<file path="src/rtl/desa_pkg.sv">
// Package: operation and status codes and inter-module structs for the stack allocator.
`timescale 1ns / 1ps
`default_nettype none
package desa_pkg;

   typedef enum logic [1:0] {
      OP_ALLOC    = 2'd0,
      OP_MARK     = 2'd1,
      OP_REWIND   = 2'd2,
      OP_DROPMARK = 2'd3
   } op_type;

   typedef enum logic [2:0] {
      ST_OK     = 3'd0,
      ST_OOM    = 3'd1,
      ST_REWIND = 3'd2,
      ST_DROP   = 3'd3,
      ST_FULL   = 3'd4
   } status_type;

   localparam int ADDR_W = 16;

   // Command from the request datapath to one side's mark stack.
   typedef struct packed {
      logic              push;
      logic              pop;
      logic [ADDR_W-1:0] data;
   } stk_cmd_type;

   // Status of one side's mark stack.
   typedef struct packed {
      logic              full;
      logic              base_only;
      logic [ADDR_W-1:0] top_mark;
   } stk_stat_type;

endpackage
`default_nettype wire

</file>
<file path="src/rtl/desa_if.sv">
// Valid/ready channel interfaces for allocator requests and responses.
`timescale 1ns / 1ps
`default_nettype none
interface desa_req_if;
   logic        valid;
   logic        ready;
   logic [1:0]  req_type;
   logic        direction;
   logic [15:0] alloc_bytes;

   modport source (output valid, output req_type, output direction, output alloc_bytes,
                   input ready);
   modport sink   (input valid, input req_type, input direction, input alloc_bytes,
                   output ready);
endinterface

interface desa_rsp_if;
   logic        valid;
   logic        ready;
   logic [15:0] address;
   logic [2:0]  status;
   logic [15:0] free_bytes;

   modport source (output valid, output address, output status, output free_bytes,
                   input ready);
   modport sink   (input valid, input address, input status, input free_bytes,
                   output ready);
endinterface
`default_nettype wire

</file>
<file path="src/rtl/desa_mark_stack.sv">
// One side's mark stack: cached top and second entries over a mark memory.
`timescale 1ns / 1ps
`default_nettype none
module desa_mark_stack
   import desa_pkg::*;
#(
   parameter int          MARK_DEPTH = 64,
   parameter logic [15:0] BASE_MARK  = 16'd0
) (
   input  wire logic        clock,
   input  wire logic        reset,
   input  wire stk_cmd_type cmd,
   output stk_stat_type     stat
);

   localparam int CW = $clog2(MARK_DEPTH + 1);
   localparam int IW = $clog2(MARK_DEPTH);

   logic [CW-1:0]     cnt_ff, cnt_in;
   logic [ADDR_W-1:0] top_ff, top_in;
   logic [ADDR_W-1:0] second_ff;
   logic [ADDR_W-1:0] mem [MARK_DEPTH];

   logic          rd_base;
   logic [IW-1:0] rd_idx;
   logic [IW-1:0] wr_idx;

   // after a pop the new second entry is marks[cnt-3]; entry zero is the base mark
   assign rd_base = (cnt_ff <= CW'(3));
   assign rd_idx  = IW'(cnt_ff - CW'(3));
   assign wr_idx  = cnt_ff[IW-1:0];

   always_comb begin
      cnt_in = cnt_ff;
      top_in = top_ff;
      if (cmd.push) begin
         cnt_in = cnt_ff + CW'(1);
         top_in = cmd.data;
      end else if (cmd.pop) begin
         cnt_in = cnt_ff - CW'(1);
         top_in = second_ff;
      end
   end

   always_ff @(posedge clock) begin
      if (reset) begin
         cnt_ff <= CW'(1);
         top_ff <= BASE_MARK;
      end else begin
         cnt_ff <= cnt_in;
         top_ff <= top_in;
      end
   end

   always_ff @(posedge clock) begin
      if (cmd.push) begin
         mem[wr_idx] <= cmd.data;
         second_ff   <= top_ff;
      end else if (cmd.pop) begin
         second_ff <= rd_base ? BASE_MARK : mem[rd_idx];
      end
   end

   assign stat.full      = (cnt_ff == CW'(MARK_DEPTH));
   assign stat.base_only = (cnt_ff <= CW'(1));
   assign stat.top_mark  = top_ff;

endmodule
`default_nettype wire

</file>
<file path="src/rtl/double_ended_stack_allocator_top.sv">
// Top level: double-ended stack allocator with per-side mark stacks.
// Response: an accepted request is held in the input register, then its result in the result register.
// Throughput: one request per cycle unless the response side stalls; the top update and mark push/pop never stall it.
// Reset: synchronous; tops return to their init values and each side keeps only its base mark.
// Mark memories need no clearing: entry zero is a constant and others are written before use.
`timescale 1ns / 1ps
`default_nettype none
module double_ended_stack_allocator_top
   import desa_pkg::*;
#(
   parameter int ARENA_BYTES  = 1024,
   parameter int HEADER_BYTES = 20,
   parameter int PTR_BYTES    = 4,
   parameter int MARK_DEPTH   = 64
) (
   input wire logic   clock,
   input wire logic   reset,
   desa_req_if.sink   req_if,
   desa_rsp_if.source rsp_if
);

   localparam logic [ADDR_W-1:0] LOW_RESET  = ADDR_W'(HEADER_BYTES + PTR_BYTES);
   localparam logic [ADDR_W-1:0] HIGH_RESET = ADDR_W'(ARENA_BYTES - PTR_BYTES);
   localparam logic [ADDR_W-1:0] LOW_BASE   = ADDR_W'(HEADER_BYTES);
   localparam logic [ADDR_W-1:0] HIGH_BASE  = ADDR_W'(ARENA_BYTES);
   localparam logic [ADDR_W-1:0] PTR_SIZE   = ADDR_W'(PTR_BYTES);

   // input register
   logic              s1_valid_ff;
   op_type            s1_op_ff;
   logic              s1_dir_ff;
   logic [ADDR_W-1:0] s1_bytes_ff;

   // result register
   logic              out_valid_ff;
   logic [ADDR_W-1:0] out_addr_ff, out_addr_in;
   status_type        out_status_ff, out_status_in;
   logic [ADDR_W-1:0] out_free_ff, out_free_in;

   // allocator tops
   logic [ADDR_W-1:0] low_top_ff, low_top_in;
   logic [ADDR_W-1:0] high_top_ff, high_top_in;

   stk_cmd_type  low_cmd, high_cmd;
   stk_stat_type low_stat, high_stat;
   stk_stat_type side_stat;

   logic            adv, exec;
   logic [ADDR_W:0] need_sum;
   logic [ADDR_W-1:0] need_bytes;
   logic            fits;
   logic [ADDR_W-1:0] side_top;
   logic            do_push, do_pop;

   assign adv  = !out_valid_ff || rsp_if.ready;
   assign exec = s1_valid_ff && adv;
   assign req_if.ready = !s1_valid_ff || adv;

   always_ff @(posedge clock) begin
      if (reset) begin
         s1_valid_ff <= 1'b0;
      end else if (req_if.ready) begin
         s1_valid_ff <= req_if.valid;
      end
   end

   always_ff @(posedge clock) begin
      if (req_if.ready) begin
         s1_op_ff    <= op_type'(req_if.req_type);
         s1_dir_ff   <= req_if.direction;
         s1_bytes_ff <= req_if.alloc_bytes;
      end
   end

   assign side_stat  = s1_dir_ff ? high_stat : low_stat;
   assign side_top   = s1_dir_ff ? high_top_ff : low_top_ff;
   assign need_bytes = (s1_op_ff == OP_ALLOC) ? s1_bytes_ff : PTR_SIZE;
   assign need_sum   = {1'b0, low_top_ff} + {1'b0, need_bytes};
   assign fits       = (need_sum <= {1'b0, high_top_ff});

   always_comb begin
      low_top_in    = low_top_ff;
      high_top_in   = high_top_ff;
      out_addr_in   = '0;
      out_status_in = ST_OK;
      do_push       = 1'b0;
      do_pop        = 1'b0;
      case (s1_op_ff)
         OP_ALLOC: begin
            if (!fits) begin
               out_status_in = ST_OOM;
            end else if (s1_dir_ff) begin
               high_top_in = high_top_ff - s1_bytes_ff;
               out_addr_in = high_top_in;
            end else begin
               low_top_in  = need_sum[ADDR_W-1:0];
               out_addr_in = low_top_ff;
            end
         end
         OP_MARK: begin
            // full is checked before memory
            if (side_stat.full) begin
               out_status_in = ST_FULL;
            end else if (!fits) begin
               out_status_in = ST_OOM;
            end else begin
               do_push     = 1'b1;
               out_addr_in = side_top;
               if (s1_dir_ff) begin
                  high_top_in = high_top_ff - PTR_SIZE;
               end else begin
                  low_top_in = need_sum[ADDR_W-1:0];
               end
            end
         end
         OP_REWIND: begin
            if (side_stat.base_only) begin
               out_status_in = ST_REWIND;
            end else begin
               do_pop      = 1'b1;
               out_addr_in = side_stat.top_mark;
               if (s1_dir_ff) begin
                  high_top_in = side_stat.top_mark;
               end else begin
                  low_top_in = side_stat.top_mark;
               end
            end
         end
         default: begin
            if (side_stat.base_only) begin
               out_status_in = ST_DROP;
            end else begin
               do_pop      = 1'b1;
               out_addr_in = s1_dir_ff ? (side_stat.top_mark - PTR_SIZE)
                                       : side_stat.top_mark;
            end
         end
      endcase
      out_free_in = (high_top_in >= low_top_in) ? (high_top_in - low_top_in) : '0;
   end

   assign low_cmd.push  = exec && do_push && !s1_dir_ff;
   assign low_cmd.pop   = exec && do_pop && !s1_dir_ff;
   assign low_cmd.data  = low_top_ff;
   assign high_cmd.push = exec && do_push && s1_dir_ff;
   assign high_cmd.pop  = exec && do_pop && s1_dir_ff;
   assign high_cmd.data = high_top_ff;

   always_ff @(posedge clock) begin
      if (reset) begin
         low_top_ff   <= LOW_RESET;
         high_top_ff  <= HIGH_RESET;
         out_valid_ff <= 1'b0;
      end else begin
         if (exec) begin
            low_top_ff  <= low_top_in;
            high_top_ff <= high_top_in;
         end
         if (adv) begin
            out_valid_ff <= s1_valid_ff;
         end
      end
   end

   always_ff @(posedge clock) begin
      if (exec) begin
         out_addr_ff   <= out_addr_in;
         out_status_ff <= out_status_in;
         out_free_ff   <= out_free_in;
      end
   end

   desa_mark_stack #(
      .MARK_DEPTH (MARK_DEPTH),
      .BASE_MARK  (LOW_BASE)
   ) u_low_stack (
      .clock (clock),
      .reset (reset),
      .cmd   (low_cmd),
      .stat  (low_stat)
   );

   desa_mark_stack #(
      .MARK_DEPTH (MARK_DEPTH),
      .BASE_MARK  (HIGH_BASE)
   ) u_high_stack (
      .clock (clock),
      .reset (reset),
      .cmd   (high_cmd),
      .stat  (high_stat)
   );

   assign rsp_if.valid      = out_valid_ff;
   assign rsp_if.address    = out_addr_ff;
   assign rsp_if.status     = out_status_ff;
   assign rsp_if.free_bytes = out_free_ff;

endmodule
`default_nettype wire

</file>
<file path="src/flat_wrapper.sv">
// flat-port wrapper written by rule: the top's interface ports become plain ports
module double_ended_stack_allocator_top_flat import desa_pkg::*;
#(
   parameter int ARENA_BYTES  = 1024,
   parameter int HEADER_BYTES = 20,
   parameter int PTR_BYTES    = 4,
   parameter int MARK_DEPTH   = 64
)
  (clock, reset, req_if_valid, req_if_req_type, req_if_direction, req_if_alloc_bytes, req_if_ready, rsp_if_valid, rsp_if_address, rsp_if_status, rsp_if_free_bytes, rsp_if_ready);
  desa_req_if req_if_i ();
  desa_rsp_if rsp_if_i ();
  input wire logic clock;
  input wire logic reset;
  input wire logic [$bits(req_if_i.valid)-1:0] req_if_valid;
  input wire logic [$bits(req_if_i.req_type)-1:0] req_if_req_type;
  input wire logic [$bits(req_if_i.direction)-1:0] req_if_direction;
  input wire logic [$bits(req_if_i.alloc_bytes)-1:0] req_if_alloc_bytes;
  output wire logic [$bits(req_if_i.ready)-1:0] req_if_ready;
  output wire logic [$bits(rsp_if_i.valid)-1:0] rsp_if_valid;
  output wire logic [$bits(rsp_if_i.address)-1:0] rsp_if_address;
  output wire logic [$bits(rsp_if_i.status)-1:0] rsp_if_status;
  output wire logic [$bits(rsp_if_i.free_bytes)-1:0] rsp_if_free_bytes;
  input wire logic [$bits(rsp_if_i.ready)-1:0] rsp_if_ready;
  assign req_if_i.valid = req_if_valid;
  assign req_if_i.req_type = req_if_req_type;
  assign req_if_i.direction = req_if_direction;
  assign req_if_i.alloc_bytes = req_if_alloc_bytes;
  assign req_if_ready = req_if_i.ready;
  assign rsp_if_valid = rsp_if_i.valid;
  assign rsp_if_address = rsp_if_i.address;
  assign rsp_if_status = rsp_if_i.status;
  assign rsp_if_free_bytes = rsp_if_i.free_bytes;
  assign rsp_if_i.ready = rsp_if_ready;
  double_ended_stack_allocator_top #(.ARENA_BYTES(ARENA_BYTES), .HEADER_BYTES(HEADER_BYTES), .PTR_BYTES(PTR_BYTES), .MARK_DEPTH(MARK_DEPTH)) u_core (.clock(clock), .reset(reset), .req_if(req_if_i), .rsp_if(rsp_if_i));
endmodule
</file>
<file path="config.mk">
export PLATFORM = sky130hd
export DESIGN_NAME = double_ended_stack_allocator_top_flat
export DESIGN_NICKNAME = d
export VERILOG_FILES = /design/src/rtl/desa_pkg.sv /design/src/rtl/desa_if.sv /design/src/rtl/desa_mark_stack.sv /design/src/rtl/double_ended_stack_allocator_top.sv /design/src/flat_wrapper.sv
export SDC_FILE = /design/constraint.sdc
export NUM_CORES = 2
export LEC_CHECK = 0
export ABC_CLOCK_PERIOD_IN_PS = 8580
export BUFFER_PORTS_ARGS = -buffer_cell sky130_fd_sc_hd__buf_2
export CAP_MARGIN = 20
export CORE_ASPECT_RATIO = 2
export CORE_MARGIN = 10
export CORE_UTILIZATION = 63
export DETAILED_ROUTE_END_ITERATION = 8
export PLACE_DENSITY = 0.79
export SLEW_MARGIN = 20
export SYNTH_ARGS = -nofsm -noshare
export SYNTH_HDL_FRONTEND = slang
export SYNTH_HIERARCHICAL = 1
export SYNTH_SLANG_ARGS = --single-unit
</file>
<file path="constraint.sdc">
create_clock -name clock -period 8.58 [get_ports clock]
set_clock_uncertainty 0.05 [all_clocks]
set_input_delay 0.858 -clock clock [delete_from_list [all_inputs] [get_ports clock]]
set_output_delay 0.858 -clock clock [all_outputs]
set_load 0.02 [all_outputs]
</file>
==> impl_results.html <==
<table>
<tr><th>Metric</th><th>Value</th></tr>
<tr><th colspan="2">Routing</th></tr>
<tr><td>DRC violations left</td><td>0</td></tr>
<tr><td>Detailed-route via count</td><td>52.86k</td></tr>
<tr><td>Wire length per cell after detailed routing</td><td>37.25 um</td></tr>
<tr><td>DR vias/cell</td><td>6.992</td></tr>
<tr><td>Final wirelength</td><td>between 200000 and 300000 um</td></tr>
<tr><td>Post-detailed-route count of antenna-violating nets</td><td>0</td></tr>
<tr><td>Iter 0 DRT Violations</td><td>6133</td></tr>
<tr><td>DRT Pass-1 Iters</td><td>6</td></tr>
<tr><th colspan="2">Clock tree</th></tr>
<tr><td>Setup Buffers After CTS</td><td>0</td></tr>
<tr><td>Root buffer cell</td><td>sky130_fd_sc_hd__clkbuf_16</td></tr>
<tr><td>Worst-Skew Late Latency</td><td>840 ps</td></tr>
<tr><td>Clock slew at reported path FFs</td><td>80 ps</td></tr>
<tr><td>TritonCTS buffer count</td><td>around 180</td></tr>
<tr><td>Worst-case clock buffer depth</td><td>4</td></tr>
<tr><td>Number of sinks on the clock net</td><td>approximately 2.2k</td></tr>
<tr><td>H-tree lvl count</td><td>4</td></tr>
<tr><td>TritonCTS clock tree</td><td>done</td></tr>
<tr><th colspan="2">Placed design</th></tr>
<tr><td>Post-placement cell count</td><td>7207</td></tr>
<tr><td>Port bufs</td><td>59</td></tr>
<tr><td>Routability congestion estimate from global placement</td><td>1.085</td></tr>
<tr><td>Half-perimeter wire length of the detailed placement result</td><td>183000 um</td></tr>
<tr><th colspan="2">Floorplan</th></tr>
<tr><td>DIE HEIGHT</td><td>~560 um</td></tr>
<tr><td>Width of the die</td><td>289.5 um</td></tr>
<tr><td>Count of standard-cell rows</td><td>197</td></tr>
<tr><td>Area of the core</td><td>0.1442 mm2</td></tr>
<tr><td>Number of primary I/O pins</td><td>60</td></tr>
<tr><td>Full die area</td><td>around 0.16 mm2</td></tr>
<tr><td>Initial core utilization</td><td>63.47%</td></tr>
<tr><th colspan="2">Layout</th></tr>
<tr><td>Multi-input logic area</td><td>approximately 0.024 mm2</td></tr>
<tr><td>Fillers</td><td>8763</td></tr>
<tr><td>Final design utilization</td><td>a little over two thirds</td></tr>
<tr><td>Fraction of layout instances using a drive strength above 1</td><td>22.44%</td></tr>
<tr><td>Non-filler instance count after layout</td><td>7560</td></tr>
<tr><td>Synthesis-to-finish area growth</td><td>10.90%</td></tr>
<tr><td>Total number of nets in the final design</td><td>5610</td></tr>
<tr><td>FF/Latch Area</td><td>0.06573 mm2</td></tr>
<tr><th colspan="2">Pwr</th></tr>
<tr><td>Leak</td><td>33.62 nW</td></tr>
<tr><td>Largest vdd supply drop</td><td>0.2313 mV</td></tr>
<tr><td>Power density normalized to cell area</td><td>216.8 mW/mm2</td></tr>
<tr><th colspan="2">Worst setup path</th></tr>
<tr><td>Worst R2R Start</td><td>u_core/s1_op_ff[0]</td></tr>
<tr><td>Cell with the biggest individual delay on the critical path</td><td>sky130_fd_sc_hd__a221o_1</td></tr>
<tr><td>Crit. End Element</td><td>flip-flop</td></tr>
<tr><td>Peak fanout along the critical path</td><td>6</td></tr>
<tr><td>End of the worst register-to-register path</td><td>u_core/rsp_if.free_bytes[10]</td></tr>
<tr><td>CP required</td><td>9080 ps</td></tr>
<tr><td>Startpoint Class</td><td>flip-flop</td></tr>
<tr><td>Longest individual stage delay on the worst path</td><td>490 ps</td></tr>
<tr><td>Endpoint arrival time on the critical path</td><td>8590 ps</td></tr>
<tr><td>Register-to-Register Path Depth</td><td>33</td></tr>
<tr><td>Setup slack, reg-to-reg</td><td>490 ps</td></tr>
<tr><td>Most used cell, CP</td><td>sky130_fd_sc_hd__o21ai_0</td></tr>
<tr><td>Start-to-end type of the worst setup path</td><td>reg -&gt; reg</td></tr>
<tr><th colspan="2">Synthesis</th></tr>
<tr><td>Mapped Area</td><td>0.09152 mm2</td></tr>
<tr><td>Mean instance size in the synthesized netlist</td><td>~17 um2</td></tr>
<tr><td>Synth top area share</td><td>70.02%</td></tr>
<tr><td>Post-synthesis sequential area ratio</td><td>a little under three quarters</td></tr>
<tr><td>Yosys Warn Count</td><td>6</td></tr>
<tr><td>Commonest cells in the netlist</td><td>sky130_fd_sc_hd__edfxtp_1, sky130_fd_sc_hd__mux4_2, sky130_fd_sc_hd__nand2_1</td></tr>
<tr><td>Seq cells post-synth</td><td>about 2.2k</td></tr>
<tr><td>Distinct cell type count after synthesis</td><td>86</td></tr>
<tr><td>Leading register cell type out of synthesis</td><td>sky130_fd_sc_hd__edfxtp_1</td></tr>
<tr><td>Net count of the mapped netlist</td><td>~5.4k</td></tr>
<tr><td>Syn Inst Count</td><td>5252</td></tr>
<tr><td>Synth area leader</td><td>sky130_fd_sc_hd__edfxtp_1</td></tr>
<tr><td>Largest cells by area after synthesis</td><td>sky130_fd_sc_hd__edfxtp_1, sky130_fd_sc_hd__mux4_2, sky130_fd_sc_hd__nand2_1, sky130_fd_sc_hd__nor2_1, sky130_fd_sc_hd__dfxtp_1</td></tr>
<tr><td>Proportion of register bits with asynchronous set or reset after synthesis</td><td>0%</td></tr>
<tr><td>Most instantiated library cell after synthesis</td><td>sky130_fd_sc_hd__edfxtp_1</td></tr>
<tr><td>Count of flip-flops with a built-in enable after synthesis</td><td>roughly 2.1k</td></tr>
<tr><th colspan="2">STA</th></tr>
<tr><td>Maximum clock rate</td><td>123.6 MHz</td></tr>
<tr><td>Total negative setup slack</td><td>0 ps</td></tr>
<tr><td>Number of hold-slack violations in the final timing report</td><td>0</td></tr>
<tr><td>Tightest Pin Transition</td><td>1221 ps</td></tr>
<tr><td>Slew Limit Headroom</td><td>between 10% and 20%</td></tr>
<tr><td>Unrepaired setup endpoints after global routing</td><td>false</td></tr>
<tr><td>Final clock period utilization by the worst path</td><td>a little over nine tenths</td></tr>
<tr><td>Min Clock Period, post-route</td><td>slightly above 8000 ps</td></tr>
<tr><td>Number of pins with negative max-slew slack in the final report</td><td>0</td></tr>
<tr><td>Setup-violating endpoint count in the final report</td><td>0</td></tr>
<tr><th colspan="2">Worst hold path</th></tr>
<tr><td>Endpoint with the worst hold slack</td><td>u_core/s1_bytes_ff[14]</td></tr>
<tr><td>Hold_sp</td><td>req_if_alloc_bytes[14]</td></tr>
<tr><td>Count of cells along the worst hold path</td><td>1</td></tr>
<tr><td>Tightest Hold Check Type</td><td>in -&gt; reg</td></tr>
<tr><th colspan="2">Global route</th></tr>
<tr><td>Maximum number of pins on one net before global-route repair</td><td>106</td></tr>
<tr><td>Vias in the first global route</td><td>53.04k</td></tr>
<tr><td>Overall track demand over capacity in global routing</td><td>35.53%</td></tr>
<tr><td>First-pass GRT wire length</td><td>between 400000 and 500000 um</td></tr>
<tr><td>Overflow left after global routing</td><td>0</td></tr>
<tr><td>Number of antenna violations at the first check in global routing</td><td>30</td></tr>
<tr><th colspan="2">Run status</th></tr>
<tr><td>Result of the run</td><td>finished, final reports clean</td></tr>
<tr><th colspan="2">Flow run</th></tr>
<tr><td>Reported max-cap violation count</td><td>0</td></tr>
</table>
## power by group
group | internal (mW) | switching, mW
Sequential | 11.9 | 0.0391
Combinational | 0.503 | 1.11
Clock | 4.68 | 3.80
Total | 17.1 | 4.95
## placed cells by master, fill, tap and decap left out, types with 21 or more instances in the layout
cell and n:
sky130_fd_sc_hd__mux2i_1 94, sky130_fd_sc_hd__nor3_1 53, sky130_fd_sc_hd__a211oi_1 21, sky130_fd_sc_hd__a21oi_1 242, sky130_fd_sc_hd__clkinv_2 34, sky130_fd_sc_hd__edfxtp_1 2134, sky130_fd_sc_hd__nor2_1 436, sky130_fd_sc_hd__inv_1 67
sky130_fd_sc_hd__bufinv_16 22, sky130_fd_sc_hd__dfxtp_1 46, sky130_fd_sc_hd__buf_4 284, sky130_fd_sc_hd__o21ai_0 87, sky130_fd_sc_hd__clkinv_1 34, sky130_fd_sc_hd__o211ai_1 22, sky130_fd_sc_hd__nor2b_1 25, sky130_fd_sc_hd__dfxtp_2 32
sky130_fd_sc_hd__nand2_1 499, sky130_fd_sc_hd__nand3_1 40, sky130_fd_sc_hd__o221ai_1 26, sky130_fd_sc_hd__ha_1 73, sky130_fd_sc_hd__buf_2 59, sky130_fd_sc_hd__xnor2_1 33, sky130_fd_sc_hd__clkbuf_16 186, sky130_fd_sc_hd__o22ai_1 53
sky130_fd_sc_hd__clkbuf_1 30, sky130_fd_sc_hd__o21a_1 23, sky130_fd_sc_hd__mux4_2 523
## cell type report
class                   count  share of cell area [%]
flip-flops and latches   2214                   64.76
repair buffers            355                   2.592
clock inverters           109                   1.149
multi-input cells        2681                   24.12
clock buffers             218                   4.724
inverters                  73                  0.2700
well taps                1890                   2.330
diodes                     20                 0.04931
## how the worst max path moves through the flow
stage | end | slack [ps] | from
5_1_grt | u_core/rsp_if.free_bytes[11] | 30 | u_core/s1_op_ff[0]
2_1_floorplan | u_core/u_low_stack/mem[52][0] | 930 | u_core/s1_op_ff[1]
6_report | u_core/rsp_if.free_bytes[10] | 490 | u_core/s1_op_ff[0]
4_1_cts | u_core/rsp_if.free_bytes[13] | 300 | u_core/s1_op_ff[0]
3_3_place_gp | u_core/rsp_if.free_bytes[7] | 290 | u_core/s1_op_ff[0]
3_5_place_dp | u_core/rsp_if.free_bytes[10] | 290 | u_core/s1_op_ff[0]
## cells by family after synthesis
group                    count (synthesis)  share of synthesized area (%)
multiplexers                           632                          14.12
XOR/XNOR                                59                         0.5810
AO/OA/AOI/OAI                          706                          5.068
flip-flops                            2214                          71.77
adder cells (fa/ha/maj)                 78                          1.091
AND/OR/NAND/NOR                       1206                          5.601
buffers and inverters                  357                          1.776
## critical path, delay by kind of cell (launching register included)
family                     cells  cell delay (ps)
AOI/OAI and AO/OA             13             3350
xor gates and xnor gates       1              250
adders and majority gates      5             1500
buffers and inverters          4              580
DFF                            1              420
and+or+nand+nor               10             1690
## stage by stage
| step | setup WS [ps] | hold slack (ps) | area, um2 | power [mW] |
|---|---|---|---|---|
| final | 487.5 | 156.8 | 101500 | 22.01 |
| after global routing | 30.22 | 143.4 | 101500 | 22.51 |
| after floorplan | 931.7 | 436.8 | 91520 | 13.02 |
| after global placement | 291.6 | 448.2 | 95300 | 13.65 |
| after detailed placement | 288.4 | 472.6 | 95320 | 13.67 |
| after CTS | 297.4 | 126.1 | 101300 | 22.01 |
## repair_timing
action	4_1_cts	5_1_grt
endpoints found under the setup margin	0	15
resized for setup	0	3
hold buffers	0	0
## state kept, by name, summed over array words and instances (netlist names)
name                           count
u_core/s1_bytes_ff                16
u_core/rsp_if.free_bytes          16
u_core/u_high_stack/mem         1024
u_core/rsp_if.address             16
u_core/u_high_stack/second_ff     16
u_core/u_high_stack/top_ff        16
u_core/s1_op_ff                    2
u_core/u_low_stack/cnt_ff          7
u_core/rsp_if.valid                1
u_core/rsp_if.status               3
u_core/u_high_stack/cnt_ff         7
u_core/s1_valid_ff                 1
u_core/u_low_stack/mem          1024
u_core/s1_dir_ff                   1
u_core/u_low_stack/second_ff      16
u_core/low_top_ff                 16
u_core/u_low_stack/top_ff         16
u_core/high_top_ff                16
## layer usage
metal	routed length (um)	global-route usage [%]
met5	68	0
met4	36170	35.01
met3	20880	7.183
met2	141700	58.06
met1	82780	37.24
Note: power is estimated with default switching activity, not from simulation.
